===== src/hdl/fpa_pkg.sv =====
// ----------------------------------------------------------------------------
// fpa_pkg
// Shared types, constants and saturation helpers of the fixed-point ALU.
// ----------------------------------------------------------------------------
package fpa_pkg;

  localparam int FRAC_BITS  = 8;
  localparam int NUM_W      = 32 + FRAC_BITS;
  localparam int DIV_BITS   = 2;
  localparam int DIV_STAGES = (NUM_W + DIV_BITS - 1) / DIV_BITS;

  typedef enum logic [3:0] {
    OP_ADD = 4'd0, OP_SUB = 4'd1, OP_MUL = 4'd2, OP_DIV = 4'd3,
    OP_GT = 4'd4, OP_LT = 4'd5, OP_GE = 4'd6, OP_LE = 4'd7,
    OP_EQ = 4'd8, OP_NE = 4'd9, OP_MIN = 4'd10, OP_MAX = 4'd11,
    OP_INC = 4'd12, OP_DEC = 4'd13, OP_TO_INT = 4'd14, OP_FROM_INT = 4'd15
  } op_t;

  localparam logic [1:0] ST_OK   = 2'd0;
  localparam logic [1:0] ST_OVF  = 2'd1;
  localparam logic [1:0] ST_DIV0 = 2'd2;

  typedef struct packed {
    logic [31:0] val;
    logic        ovf;
  } sat_t;

  typedef struct packed {
    op_t              kind;
    logic [31:0]      res;
    logic             cmp;
    logic [1:0]       status;
    logic             neg;
    logic [63:0]      prod;
    logic [NUM_W-1:0] num;
    logic [32:0]      rem;
    logic [31:0]      den;
  } pl_t;

  // Builds a 32-bit word from sign and magnitude, clamping to the range.
  function automatic sat_t pack_mag(logic neg, logic [63:0] mag);
    sat_t r;
    r.ovf = 1'b0;
    if (neg) begin
      if (mag > 64'h0000_0000_8000_0000) begin
        r.ovf = 1'b1;
        r.val = 32'h8000_0000;
      end else begin
        r.val = ~mag[31:0] + 32'd1;
      end
    end else if (mag > 64'h0000_0000_7FFF_FFFF) begin
      r.ovf = 1'b1;
      r.val = 32'h7FFF_FFFF;
    end else begin
      r.val = mag[31:0];
    end
    return r;
  endfunction

  function automatic sat_t sat_wide(logic [63:0] v);
    return pack_mag(v[63], v[63] ? (~v + 64'd1) : v);
  endfunction

endpackage


===== src/hdl/fpa_front.sv =====
// ----------------------------------------------------------------------------
// fpa_front
// First stage: decode, add/sub/compare/min/max/shift results, product, divider setup.
// ----------------------------------------------------------------------------
module fpa_front import fpa_pkg::*; (
  input  logic        clk,
  input  logic        rst_n,
  input  logic        en,
  input  logic        in_vld,
  input  logic [3:0]  kind_in,
  input  logic [31:0] a_in,
  input  logic [31:0] b_in,
  output logic        vld_o,
  output pl_t         pl_o
);

  logic        vld_r;
  pl_t         pl_r, pl_nxt;
  logic signed [63:0] aw, bw;
  logic [31:0] ma, mb;
  sat_t        s;

  always_comb begin
    aw = 64'(signed'(a_in));
    bw = 64'(signed'(b_in));
    ma = a_in[31] ? (~a_in + 32'd1) : a_in;
    mb = b_in[31] ? (~b_in + 32'd1) : b_in;
    s  = '0;
    pl_nxt        = '0;
    pl_nxt.kind   = op_t'(kind_in);
    pl_nxt.neg    = a_in[31] ^ b_in[31];
    pl_nxt.prod   = 64'(ma) * 64'(mb);
    pl_nxt.num    = NUM_W'(ma) << FRAC_BITS;
    pl_nxt.den    = mb;
    pl_nxt.status = ST_OK;
    case (op_t'(kind_in))
      OP_ADD:      s = sat_wide(64'(aw + bw));
      OP_SUB:      s = sat_wide(64'(aw - bw));
      OP_INC:      s = sat_wide(64'(aw + 64'sd1));
      OP_DEC:      s = sat_wide(64'(aw - 64'sd1));
      OP_FROM_INT: s = sat_wide(64'(aw <<< FRAC_BITS));
      default:     s = '0;
    endcase
    case (op_t'(kind_in))
      OP_ADD, OP_SUB, OP_INC, OP_DEC, OP_FROM_INT: begin
        pl_nxt.res    = s.val;
        pl_nxt.status = s.ovf ? ST_OVF : ST_OK;
      end
      OP_GT:     pl_nxt.cmp = aw > bw;
      OP_LT:     pl_nxt.cmp = aw < bw;
      OP_GE:     pl_nxt.cmp = aw >= bw;
      OP_LE:     pl_nxt.cmp = aw <= bw;
      OP_EQ:     pl_nxt.cmp = aw == bw;
      OP_NE:     pl_nxt.cmp = aw != bw;
      OP_MIN:    pl_nxt.res = (aw <= bw) ? a_in : b_in;
      OP_MAX:    pl_nxt.res = (aw >= bw) ? a_in : b_in;
      OP_TO_INT: pl_nxt.res = 32'(aw >>> FRAC_BITS);
      default:   pl_nxt.res = '0;
    endcase
  end

  always_ff @(posedge clk) begin
    if (!rst_n) begin
      vld_r <= 1'b0;
    end else if (en) begin
      vld_r <= in_vld;
    end
  end

  always_ff @(posedge clk) begin
    if (en) begin
      pl_r <= pl_nxt;
    end
  end

  assign vld_o = vld_r;
  assign pl_o  = pl_r;

endmodule


===== config.mk =====
export PLATFORM = sky130hd
export DESIGN_NAME = fpa_front
export DESIGN_NICKNAME = d
export VERILOG_FILES = /design/src/hdl/fpa_pkg.sv /design/src/hdl/fpa_front.sv
export SDC_FILE = /design/constraint.sdc
export NUM_CORES = 2
export LEC_CHECK = 0
export ABC_AREA = 1
export BUFFER_PORTS_ARGS = -buffer_cell sky130_fd_sc_hd__buf_2
export CAP_MARGIN = 10
export CORE_ASPECT_RATIO = 1.2
export CORE_MARGIN = 3
export CORE_UTILIZATION = 30
export CTS_CLUSTER_SIZE = 30
export DETAILED_ROUTE_END_ITERATION = 12
export PLACE_DENSITY = 0.55
export SLEW_MARGIN = 20
export SYNTH_ARGS = -nofsm -noshare
export SYNTH_HDL_FRONTEND = slang
export SYNTH_SLANG_ARGS = --single-unit

===== constraint.sdc =====
create_clock -name clk -period 17 [get_ports clk]
set_clock_uncertainty 0.2 [all_clocks]
set_input_delay 3.4 -clock clk [delete_from_list [all_inputs] [get_ports clk]]
set_output_delay 3.4 -clock clk [all_outputs]
set_load 0.02 [all_outputs]

==> flow_summary.toml <==
[global_routing]
grt_max_degree = 78
grt_pass1_wl_um = 414800
grt_pass1_vias = 58360
grt.total_usage = 0.2833
antenna_found_initial = 31
grt.overflow.total = 0

[routing]
drtPass1Iterations = 6
drt_iter0_markers = 5626
antenna_left = 0
route.detailed.drc = 0
wirelength_um = 289000
routedWlPerCell_um = 25.70
via_per_inst = 5.211
dr_total_vias = 58590

[timing]
worst_pin_slew_ns = 1.239
report.final.slew_viol_count = 0
finalHoldViolCount = 0
setup-tns-final_ns = 0
rsz0062_at_grt = "no"
fin_crit_ns = 14.71
period_share = 0.8651
max_freq_ghz = 0.06800
setup_viol = 0
slew_headroom = 0.1730

[cts]
htreeDepth = 4
cts_tree = "done"
clk_latency_ns = 0.57
postCtsHoldBufs = 0
clk_path_buf_depth = 2
post-cts-setup-buffers = 0
clk_transition_reported_paths_ns = 0.08
cts-resized-gates = 0
root_buffer = "clkbuf_16"
cts_buffers = 17
cts.sinks = 168

[synth]
async_flop_share = 0
syn_inst = 8560
ys_seq_area_frac = 0.08532
yosys_warnings = 0
yosys-top-cells-count = "nand2_1, inv_1, nor2_1"
yosysTopAreaCell = "fa_1"
synthesis.area_um2 = 59010
ys.flop_type = "edfxtp_1"
yosysMostFrequentCell = "nand2_1"
ys_seq_elements = 168
synth_edf_count = 167
synth_area_leaders = "fa_1, nand2_1, inv_1"
syn_avg_cell_area_um2 = 6.894
synth_top_cell_area_share = 0.3046
yosysUniqueCellTypes = 71

[worst_setup_path]
slowest_delay_ns = 0.67
cp_max_fo = 21
timing_worst_setup_path_type = "input pin to flip-flop"
critPathRequiredTime_ns = 17.22
worstSetupEndpointType = "flip-flop"
cp-start-kind = "input pin"
critPathSlowestCell = "nor4_1"
critical_path_arrival_ns = 14.93
path_common_cell = "inv_1"

[floorplan]
fp.dieH_um = 491.9
pin_count = 282
coreArea_um2 = 194700
rows = 177
die_w_um = 410.9
start_util = 0.3032
die_area_um2 = 202100

[place]
port_buffers = 239
gp_congestion = 1.021
dpl_cell_area_um2 = 62870
dp_hpwl_um = 234300

[layout]
drive_gt1_frac = 0.08019
area_growth_pct = 7.643
nets = 9927
utilization = 0.3263
postLayoutCellArea_um2 = 63520

[outcome]
status = "complete, no violations"

[flow_run]
maxCapViolCount = 0

[min_path]
hold_class = "flip-flop to flip-flop"
## state kept, by name, indices dropped and copies added, names as in the netlist
signal / cells
vld_o: 1
pl_o: 167
## per-layer routing
metal,wire (µm),share of wire,track usage,up-vias
li1,-,-,-,26120
met1,116800,0.40,0.3652,29000
met2,127700,0.44,0.4428,2843
met3,23410,0.081,0.04843,629
met4,21000,0.073,0.1706,6
met5,41,0.00014,0,-
## critical path: cells and delay by family
family	cells	cell delay, ns
buffers and inverters	11	1.94
XOR/XNOR	1	0.19
AO/OA/AOI/OAI	4	1.39
AND/OR/NAND/NOR	14	3.43
adder cells (fa/ha/maj)	10	4.53
## per-stage QoR
stage | hold WS [ns] | std cells | setup WS [ns]
after CTS | 0.3587 | 11220 | 2.414
final | 0.3526 | 11240 | 2.293
after global placement | 0.3202 | 11190 | 1.920
after global routing | 0.4079 | 11220 | 1.673
after detailed placement | 0.3369 | 11190 | 1.842
after floorplan | 0.4055 | 8601 | 3.995
## path summary, 6_finish.rpt
kind	end	depth (start not counted)	slack, ns	start
setup / recovery	pl_o[167]	40	2.29	b_in[0]
hold / removal	vld_o	2	0.35	vld_o
setup reg to reg	vld_o	2	16.13	vld_o
hold reg to reg	vld_o	2	0.35	vld_o
## cell usage in the layout, fill, tap and decap left out, types with 22 or more instances in the layout
master    instances
xnor2_1          35
nor2_2           48
nand2_2          73
nand2_1        2181
a221oi_1         22
o21bai_1         23
nand3_2          23
inv_1          1619
conb_1           42
nor2_4           26
a21oi_1         299
o21ai_0         239
nor3_1           55
fa_1            898
inv_2            26
xor2_1          103
nand4_1         129
buf_2           237
nor2_1         1137
nand3b_1         42
edfxtp_1        167
nand3_1         456
ha_1            341
buf_4           127
## area by class of cell
cell class / count / area [µm²]
Clock inverter: 15 / 175.2
Sequential cell: 168 / 5035
Clock buffer: 17 / 425.4
Fill cell: 21230 / 131100
Multi-Input combinational cell: 6396 / 46160
Tap cell: 2595 / 3247
Inverter: 1668 / 6282
Timing Repair Buffer: 365 / 2153
Antenna cell: 20 / 50.05
## logic make-up (layout without fill, tap and decap cells)
logic type               Yosys count  count (layout)  synth area share
XOR/XNOR                         156             156           0.02411
AO/OA/AOI/OAI                    729             729           0.07016
flip-flops                       168             168           0.08532
adder cells (fa/ha/maj)         1239            1239            0.3769
AND/OR/NAND/NOR                 4230            4230            0.3050
buffers and inverters           2037            2065            0.1385
other                              1              62        0.00006355
Power is not shown: default switching activity piles up to over one toggle a cycle in this logic, so the estimate is an artifact.
