### src/hdl/fpa_pkg.sv
// ----------------------------------------------------------------------------
// fpa_pkg
// Shared types, constants and saturation helpers of the fixed-point ALU.
// ----------------------------------------------------------------------------
package fpa_pkg;

  localparam int FRAC_BITS  = 8;
  localparam int NUM_W      = 32 + FRAC_BITS;
  localparam int DIV_BITS   = 2;
  localparam int DIV_STAGES = (NUM_W + DIV_BITS - 1) / DIV_BITS;

  typedef enum logic [3:0] {
    OP_ADD = 4'd0, OP_SUB = 4'd1, OP_MUL = 4'd2, OP_DIV = 4'd3,
    OP_GT = 4'd4, OP_LT = 4'd5, OP_GE = 4'd6, OP_LE = 4'd7,
    OP_EQ = 4'd8, OP_NE = 4'd9, OP_MIN = 4'd10, OP_MAX = 4'd11,
    OP_INC = 4'd12, OP_DEC = 4'd13, OP_TO_INT = 4'd14, OP_FROM_INT = 4'd15
  } op_t;

  localparam logic [1:0] ST_OK   = 2'd0;
  localparam logic [1:0] ST_OVF  = 2'd1;
  localparam logic [1:0] ST_DIV0 = 2'd2;

  typedef struct packed {
    logic [31:0] val;
    logic        ovf;
  } sat_t;

  typedef struct packed {
    op_t              kind;
    logic [31:0]      res;
    logic             cmp;
    logic [1:0]       status;
    logic             neg;
    logic [63:0]      prod;
    logic [NUM_W-1:0] num;
    logic [32:0]      rem;
    logic [31:0]      den;
  } pl_t;

  // Builds a 32-bit word from sign and magnitude, clamping to the range.
  function automatic sat_t pack_mag(logic neg, logic [63:0] mag);
    sat_t r;
    r.ovf = 1'b0;
    if (neg) begin
      if (mag > 64'h0000_0000_8000_0000) begin
        r.ovf = 1'b1;
        r.val = 32'h8000_0000;
      end else begin
        r.val = ~mag[31:0] + 32'd1;
      end
    end else if (mag > 64'h0000_0000_7FFF_FFFF) begin
      r.ovf = 1'b1;
      r.val = 32'h7FFF_FFFF;
    end else begin
      r.val = mag[31:0];
    end
    return r;
  endfunction

  function automatic sat_t sat_wide(logic [63:0] v);
    return pack_mag(v[63], v[63] ? (~v + 64'd1) : v);
  endfunction

endpackage

### src/hdl/fpa_back.sv
// ----------------------------------------------------------------------------
// fpa_back
// Last stage: rounding and saturation of products and quotients, divide-by-zero status, output reg.
// ----------------------------------------------------------------------------
module fpa_back import fpa_pkg::*; (
  input  logic        clk,
  input  logic        rst_n,
  input  logic        en,
  input  logic        vld_i,
  input  pl_t         pl_i,
  output logic        vld_o,
  output logic [31:0] res_o,
  output logic        cmp_o,
  output logic [1:0]  status_o
);

  logic        vld_r;
  logic [31:0] res_r, res_nxt;
  logic        cmp_r;
  logic [1:0]  status_r, status_nxt;
  logic [63:0] q;
  logic        up;
  sat_t        s;

  always_comb begin
    up  = {pl_i.rem, 1'b0} >= {2'b00, pl_i.den};
    q   = '0;
    case (pl_i.kind)
      OP_MUL:  q = (pl_i.prod + (64'd1 << (FRAC_BITS - 1))) >> FRAC_BITS;
      OP_DIV:  q = 64'(pl_i.num) + 64'(up);
      default: q = '0;
    endcase
    s          = pack_mag(pl_i.neg && (q != 64'd0), q);
    res_nxt    = pl_i.res;
    status_nxt = pl_i.status;
    case (pl_i.kind)
      OP_MUL: begin
        res_nxt    = s.val;
        status_nxt = s.ovf ? ST_OVF : ST_OK;
      end
      OP_DIV: begin
        if (pl_i.den == 32'd0) begin
          res_nxt    = '0;
          status_nxt = ST_DIV0;
        end else begin
          res_nxt    = s.val;
          status_nxt = s.ovf ? ST_OVF : ST_OK;
        end
      end
      default: ;
    endcase
  end

  always_ff @(posedge clk) begin
    if (!rst_n) begin
      vld_r <= 1'b0;
    end else if (en) begin
      vld_r <= vld_i;
    end
  end

  always_ff @(posedge clk) begin
    if (en) begin
      res_r    <= res_nxt;
      cmp_r    <= pl_i.cmp;
      status_r <= status_nxt;
    end
  end

  assign vld_o    = vld_r;
  assign res_o    = res_r;
  assign cmp_o    = cmp_r;
  assign status_o = status_r;

endmodule
### config.mk
export PLATFORM = sky130hd
export DESIGN_NAME = fpa_back
export DESIGN_NICKNAME = d
export VERILOG_FILES = /design/src/hdl/fpa_pkg.sv /design/src/hdl/fpa_back.sv
export SDC_FILE = /design/constraint.sdc
export NUM_CORES = 1
export LEC_CHECK = 0
export BUFFER_PORTS_ARGS = -buffer_cell sky130_fd_sc_hd__buf_2
export CAP_MARGIN = 30
export CORE_ASPECT_RATIO = 1.75
export CORE_MARGIN = 4
export CORE_UTILIZATION = 40
export DETAILED_ROUTE_END_ITERATION = 10
export PLACE_DENSITY = 0.67
export SYNTH_ARGS = -nofsm -noshare
export SYNTH_HDL_FRONTEND = slang
export SYNTH_SLANG_ARGS = --single-unit
### constraint.sdc
create_clock -name clk -period 7.35 [get_ports clk]
set_input_delay 0.735 -clock clk [delete_from_list [all_inputs] [get_ports clk]]
set_output_delay 0.735 -clock clk [all_outputs]
set_load 0.02 [all_outputs]
==> results.yml, run 1 <==
power_and_ir_drop:
  power_switching_mw: 0.330
  swShare_pct: 37.6
  power-per-cell-area_nw_per_um2: 106
  peakVddDrop_v: 0.0000786
  p_clk_share_pct: 22.4
  seq_power_share_pct: 29.0
  p_int_mw: 0.547
  pwr-share-comb_pct: 48.6
  leakage_nw: 3.51
min_path:
  min_path_type: "flop to flop"
cts:
  cts_tree: "built"
  cts_buffer_depth: 2
  clk_latency_ps: 280
  cts_buffers: 5
  cts_max_level: 2
  cts_hold_buffers: 0
  cts_resized: 0
  cts-root-buf: "clkbuf_16"
  clkTransAtPathRegs_ps: 50
  post_cts_buffers: 0
  cts.sink_count: 36
routing:
  routed_wirelength_mm: 26.0
  route.detailed.drc: 0
  dr.pass1.iters: 5
  dr.max_layer_used: "met5"
  wl_met2_mm: 13.3
  via_count: 8099
  routed_via_density: 5.96
  ant_nets: 0
  wl_met1_mm: 9.35
  met3_length_mm: 1.54
  dr.first_iter.drc_count: 489
  wire_per_inst_microns: 19.1
synth:
  yosysMostFrequentCell: "nand2_1"
  yosysUniqueCellTypes: 89
  synth_xor_area_share_pct: 7.86
  synthTopCellsByCount: "92 x nand2_1, 66 x nor2_1, 57 x inv_1"
  synth-edff-count: 35
  synth_area_leaders: "edfxtp_1 15%, ha_1 6.6%, nand2_1 5.1%"
  netlist_instances: 917
  seq_area_frac_synth_pct: 15.8
  synth-async-reset-ratio_pct: 0
  synth_fa_ha_area_share_pct: 6.63
  synth-simple-area-share_pct: 37.2
  synth_nets: 1166
  muxShareOfSynthArea_pct: 1.51
  yosysTopAreaCellShare_pct: 15.5
  yosys.area.top_type: "edfxtp_1"
  synth_compound_area_share_pct: 23.7
  synth_top_family_by_area: "simple AND/OR/NAND/NOR gates"
  ys_ff_latch: 36
  synth_area_sq_um: 6800
  syn_avg_cell_area_sq_um: 7.41
  yosys_most_used_dff: "edfxtp_1"
  ys_warn_count: 0
setup_path:
  arrival_ps: 6500
  crit_type: "input port to flop"
  cp-start-kind: "input port"
  cp.required_ps: 7380
  critPathMaxFanout: 7
  cp_slowest_cell: "or4b_2"
  max_stage_delay_ps: 720
  end_kind: "flop"
timing:
  rsz0062_at_grt: "no"
  hold_viol: 0
  slew_headroom_pct: 43.2
  worst_pin_slew_ps: 849
  fmax_mhz: 155
  fin_skew_ps: 0
  setup_violations: 0
  finalCriticalPeriod_ps: 6470
  min_period_over_period_pct: 88.0
  slew_violations: 0
  tns_ps: 0
floorplanning:
  num_rows: 62
  start_util_pct: 41.1
  die_area_sq_um: 19200
  die_h_microns: 180
  core_area_sq_um: 16500
  die_w_microns: 107
  num_io_pins: 249
finish:
  areaGrowthSynthToFinish_pct: 22.0
  fin_area_sq_um: 8290
  layout-drive-gt1-share_pct: 26.6
  finish.utilization_pct: 50.2
  fillers: 1750
  fin_nets: 1381
global_routing:
  antenna_found_initial: 4
  grt_pass1_vias: 7766
  grt_usage_pct: 25.8
  grt_max_degree: 37
  grt_pass1_wl_mm: 40.0
  grt-ovfl-total: 0
flow_run:
  drv_cap: 0
placement:
  io_buffer_count: 241
  dpl_cell_area_sq_um: 8150
  gp_congestion: 0.969
  dpl.hpwl_mm: 22.1
status:
  status: "finished, final reports clean"
-- power by group through the flow --
stage          combinational [mW]  sequential [mW]  clock (mW)
3_3_place_gp                0.418            0.258           0
5_1_grt                     0.468            0.256       0.206
6_report                    0.426            0.254       0.197
4_1_cts                     0.423            0.254       0.200
3_5_place_dp                0.422            0.258           0
2_1_floorplan               0.235            0.287           0
-- sequential cells by signal, indices dropped and copies added, names as in the netlist --
name / cells
res_o: 32
status_o: 2
cmp_o: 1
vld_o: 1
-- final timing paths --
check | from | end | slack (ps) | cells after the start
max reg2reg | vld_o | vld_o | 6720 | 2
min reg2reg | vld_o | vld_o | 550 | 2
min | vld_o | vld_o | 550 | 2
max | pl_i[1] | res_o[31] | 880 | 29
-- per-stage QoR --
| step | power [mW] | instances | hold WS [ps] | setup slack, ps |
|---|---|---|---|---|
| floorplan | 0.521 | 917 | 589 | 1550 |
| global placement | 0.676 | 1348 | 495 | 719 |
| detailed placement | 0.680 | 1349 | 547 | 620 |
| CTS | 0.878 | 1357 | 554 | 905 |
| global route | 0.930 | 1359 | 609 | 397 |
| finish | 0.877 | 1360 | 546 | 879 |
-- cell type report --
class	count	area (sq um)	area share, %
Multi-Input combinational cell	775	5250	63.2
Inverter	57	214	2.58
Sequential cell	36	1070	12.9
Tap cell	224	280	3.38
Clock buffer	7	133	1.60
Timing Repair Buffer	257	1340	16.1
Clock inverter	1	3.75	0.0453
Antenna cell	3	7.51	0.0905
-- worst max-delay path, delay by kind of cell --
kind            cells  cell delay (ps)
simple gates        7             1850
xor+xnor            2              300
fa+ha+maj           3              780
buf+inv             4              470
compound gates     13             2350
-- cell families after synthesis --
group | count (synthesis)
adder cells (fa/ha/maj) | 36
AO/OA/AOI/OAI | 214
flip-flops | 36
XOR/XNOR | 61
AND/OR/NAND/NOR | 454
multiplexers | 10
buffers and inverters | 106
-- routing by layer --
layer | up-vias | track usage (%)
li1 | 3968 | -
met1 | 3703 | 27.9
met2 | 331 | 46.6
met3 | 95 | 3.26
met4 | 2 | 16.2
met5 | - | 0
-- cell usage in the layout, fill, tap and decap left out, drive strengths merged, types with 11 or more instances in the layout --
cell,instances
nand2,92
xnor2,33
nor4,49
a21oi,27
and2,11
ha,36
buf,257
nor3,40
edfxtp,35
and4,15
o21ai,24
and3,18
inv,57
nand4,57
a2bb2oi,19
o22ai,17
a22o,14
xor2,28
nand3,53
nor2,67
Power figures use the tool's default switching activity.
==> inputs of run 2 (changes only) <==
--- a/config.mk
+++ b/config.mk
@@ -9,9 +9,8 @@
 export CAP_MARGIN = 30
 export CORE_ASPECT_RATIO = 1.75
 export CORE_MARGIN = 4
-export CORE_UTILIZATION = 40
+export CORE_UTILIZATION = 35
 export DETAILED_ROUTE_END_ITERATION = 10
-export PLACE_DENSITY = 0.67
 export SYNTH_ARGS = -nofsm -noshare
 export SYNTH_HDL_FRONTEND = slang
 export SYNTH_SLANG_ARGS = --single-unit
==> results.yml, run 2 (synthesis gave the netlist of run 1 again) <==
status:
  status: "finished, final reports clean"
routing:
  dr.pass1.iters: 5
  routed_via_density: 5.87
  wire_per_inst_microns: 19.4
  ant_nets: 0
  dr.first_iter.drc_count: 449
  routed_wirelength_mm: 26.8
  route.detailed.drc: 0
  via_count: 8108
global_routing:
  grt_max_degree: 44
  antenna_found_initial: 5
  grt_pass1_vias: 7924
  grt-ovfl-total: 0
  grt_pass1_wl_mm: 41.0
  grt_usage_pct: 23.5
finish:
  layout_common_cells: "241 x buf_2, 92 x nand2_1, 66 x nor2_1, 57 x inv_1, 54 x nand4_1"
  largest_register_ffs: 32
  final_common_cell: "buf_2"
  layout-drive-gt1-share_pct: 26.9
  fin_nets: 1386
  multi_input_area_sq_um: 5250
  fillers: 2061
  seq_area_sq_um: 1070
  areaGrowthSynthToFinish_pct: 22.7
cts:
  cts.sink_count: 36
  cts_max_level: 2
  cts_hold_buffers: 0
  cts_buffers: 5
  post_cts_buffers: 0
  clk_latency_ps: 280
  cts_resized: 0
  cts_buffer_depth: 2
  clkTransAtPathRegs_ps: 50
  cts_tree: "built"
  cts-root-buf: "clkbuf_16"
min_path:
  worstHoldEndpoint: "vld_o"
  hold_depth: 2
  holdCritStartpoint: "vld_o"
  min_path_type: "flop to flop"
timing:
  rsz0062_at_grt: "no"
  tns_ps: 0
  slew_headroom_pct: 31.5
  min_period_over_period_pct: 89.4
  worst_pin_slew_ps: 1020
  fmax_mhz: 152
  finalCriticalPeriod_ps: 6570
  fin_skew_ps: 0
  hold_viol: 0
  slew_violations: 0
  setup_violations: 0
floorplanning:
  core_area_sq_um: 19100
  die_w_microns: 113
  num_rows: 67
  die_h_microns: 192
  num_io_pins: 249
  die_area_sq_um: 21800
  start_util_pct: 35.6
power_and_ir_drop:
  swShare_pct: 37.9
  leakage_nw: 3.54
  power-per-cell-area_nw_per_um2: 106
  seq_power_share_pct: 28.8
  power_switching_mw: 0.334
  p_int_mw: 0.547
  pwr-share-comb_pct: 48.6
  power_mw: 0.882
  p_clk_share_pct: 22.6
  peakVddDrop_v: 0.000110
placement:
  dpl.hpwl_mm: 22.6
  io_buffer_count: 241
  gp_congestion: 0.948
setup_path:
  r2r_start: "vld_o"
  worst-path-buf-inv: 5
  r2r_cells: 2
  cp_slowest_cell: "a21boi_4"
  cp.depth: 29
  r2r_end: "vld_o"
  crit_type: "input port to flop"
  max_stage_delay_ps: 810
  cp.required_ps: 7390
  path_delay_family: "compound AO/OA/AOI/OAI gates"
  arrival_ps: 6610
  end_kind: "flop"
  cp-start-kind: "input port"
  critPathMaxFanout: 42
  r2r_slack_ps: 6760
flow_run:
  drv_cap: 0
run 2: cell types whose count changed in the layout (fill, tap and decap cells not counted), sizes merged:
cell | previous run | this run
buf | 257 | 262
run 2: worst max path at each step:
stage	start	to	slack (ps)
CTS	pl_i[1]	res_o[11]	790
floorplan	pl_i[1]	res_o[31]	1550
global route	pl_i[1]	res_o[12]	310
detailed placement	pl_i[1]	res_o[11]	510
global placement	pl_i[1]	res_o[11]	550
finish	pl_i[1]	res_o[11]	780
run 2: metal layers:
metal / share of wire, % / global-route usage, % / up-vias
met3: 5.8 / 2.82 / 76
met2: 52 / 43.6 / 325
met1: 36 / 25.5 / 3730
met5: 0.12 / 0 / -
li1: - / - / 3973
met4: 5.3 / 13.1 / 4
run 2: worst register-to-register path, stage by stage (launching register included):
cell,delay (ps)
dfxtp_1,300
mux2i_1,120
nor2b_1,60
run 2: area by class of cell:
type	instances	area share, %
Clock inverter	1	0.0450
Tap cell	241	3.62
Antenna cell	3	0.0900
Timing Repair Buffer	262	16.4
Sequential cell	36	12.8
Inverter	57	2.57
Clock buffer	7	1.59
Multi-Input combinational cell	775	62.9
run 2: metrics by stage:
| stage | setup WS [ps] | std cells | hold slack, ps | util (%) | instance area, sq um |
|---|---|---|---|---|---|
| floorplan | 1550 | 917 | 589 | - | 6800 |
| global placement | 549 | 1370 | 495 | 42.8 | 8190 |
| detailed placement | 511 | 1371 | 515 | 42.9 | 8200 |
| CTS | 787 | 1379 | 526 | 43.6 | 8330 |
| global route | 306 | 1382 | 573 | 43.6 | 8340 |
| finish | 777 | 1382 | 524 | 43.6 | 8340 |
run 2: power groups by stage:
stage                     sequential [mW]  combinational, mW  clock (mW)
after floorplan                     0.287              0.235           0
after global placement              0.258              0.421           0
after detailed placement            0.258              0.426           0
after CTS                           0.254              0.427       0.205
after global routing                0.256              0.471       0.212
final                               0.254              0.429       0.199
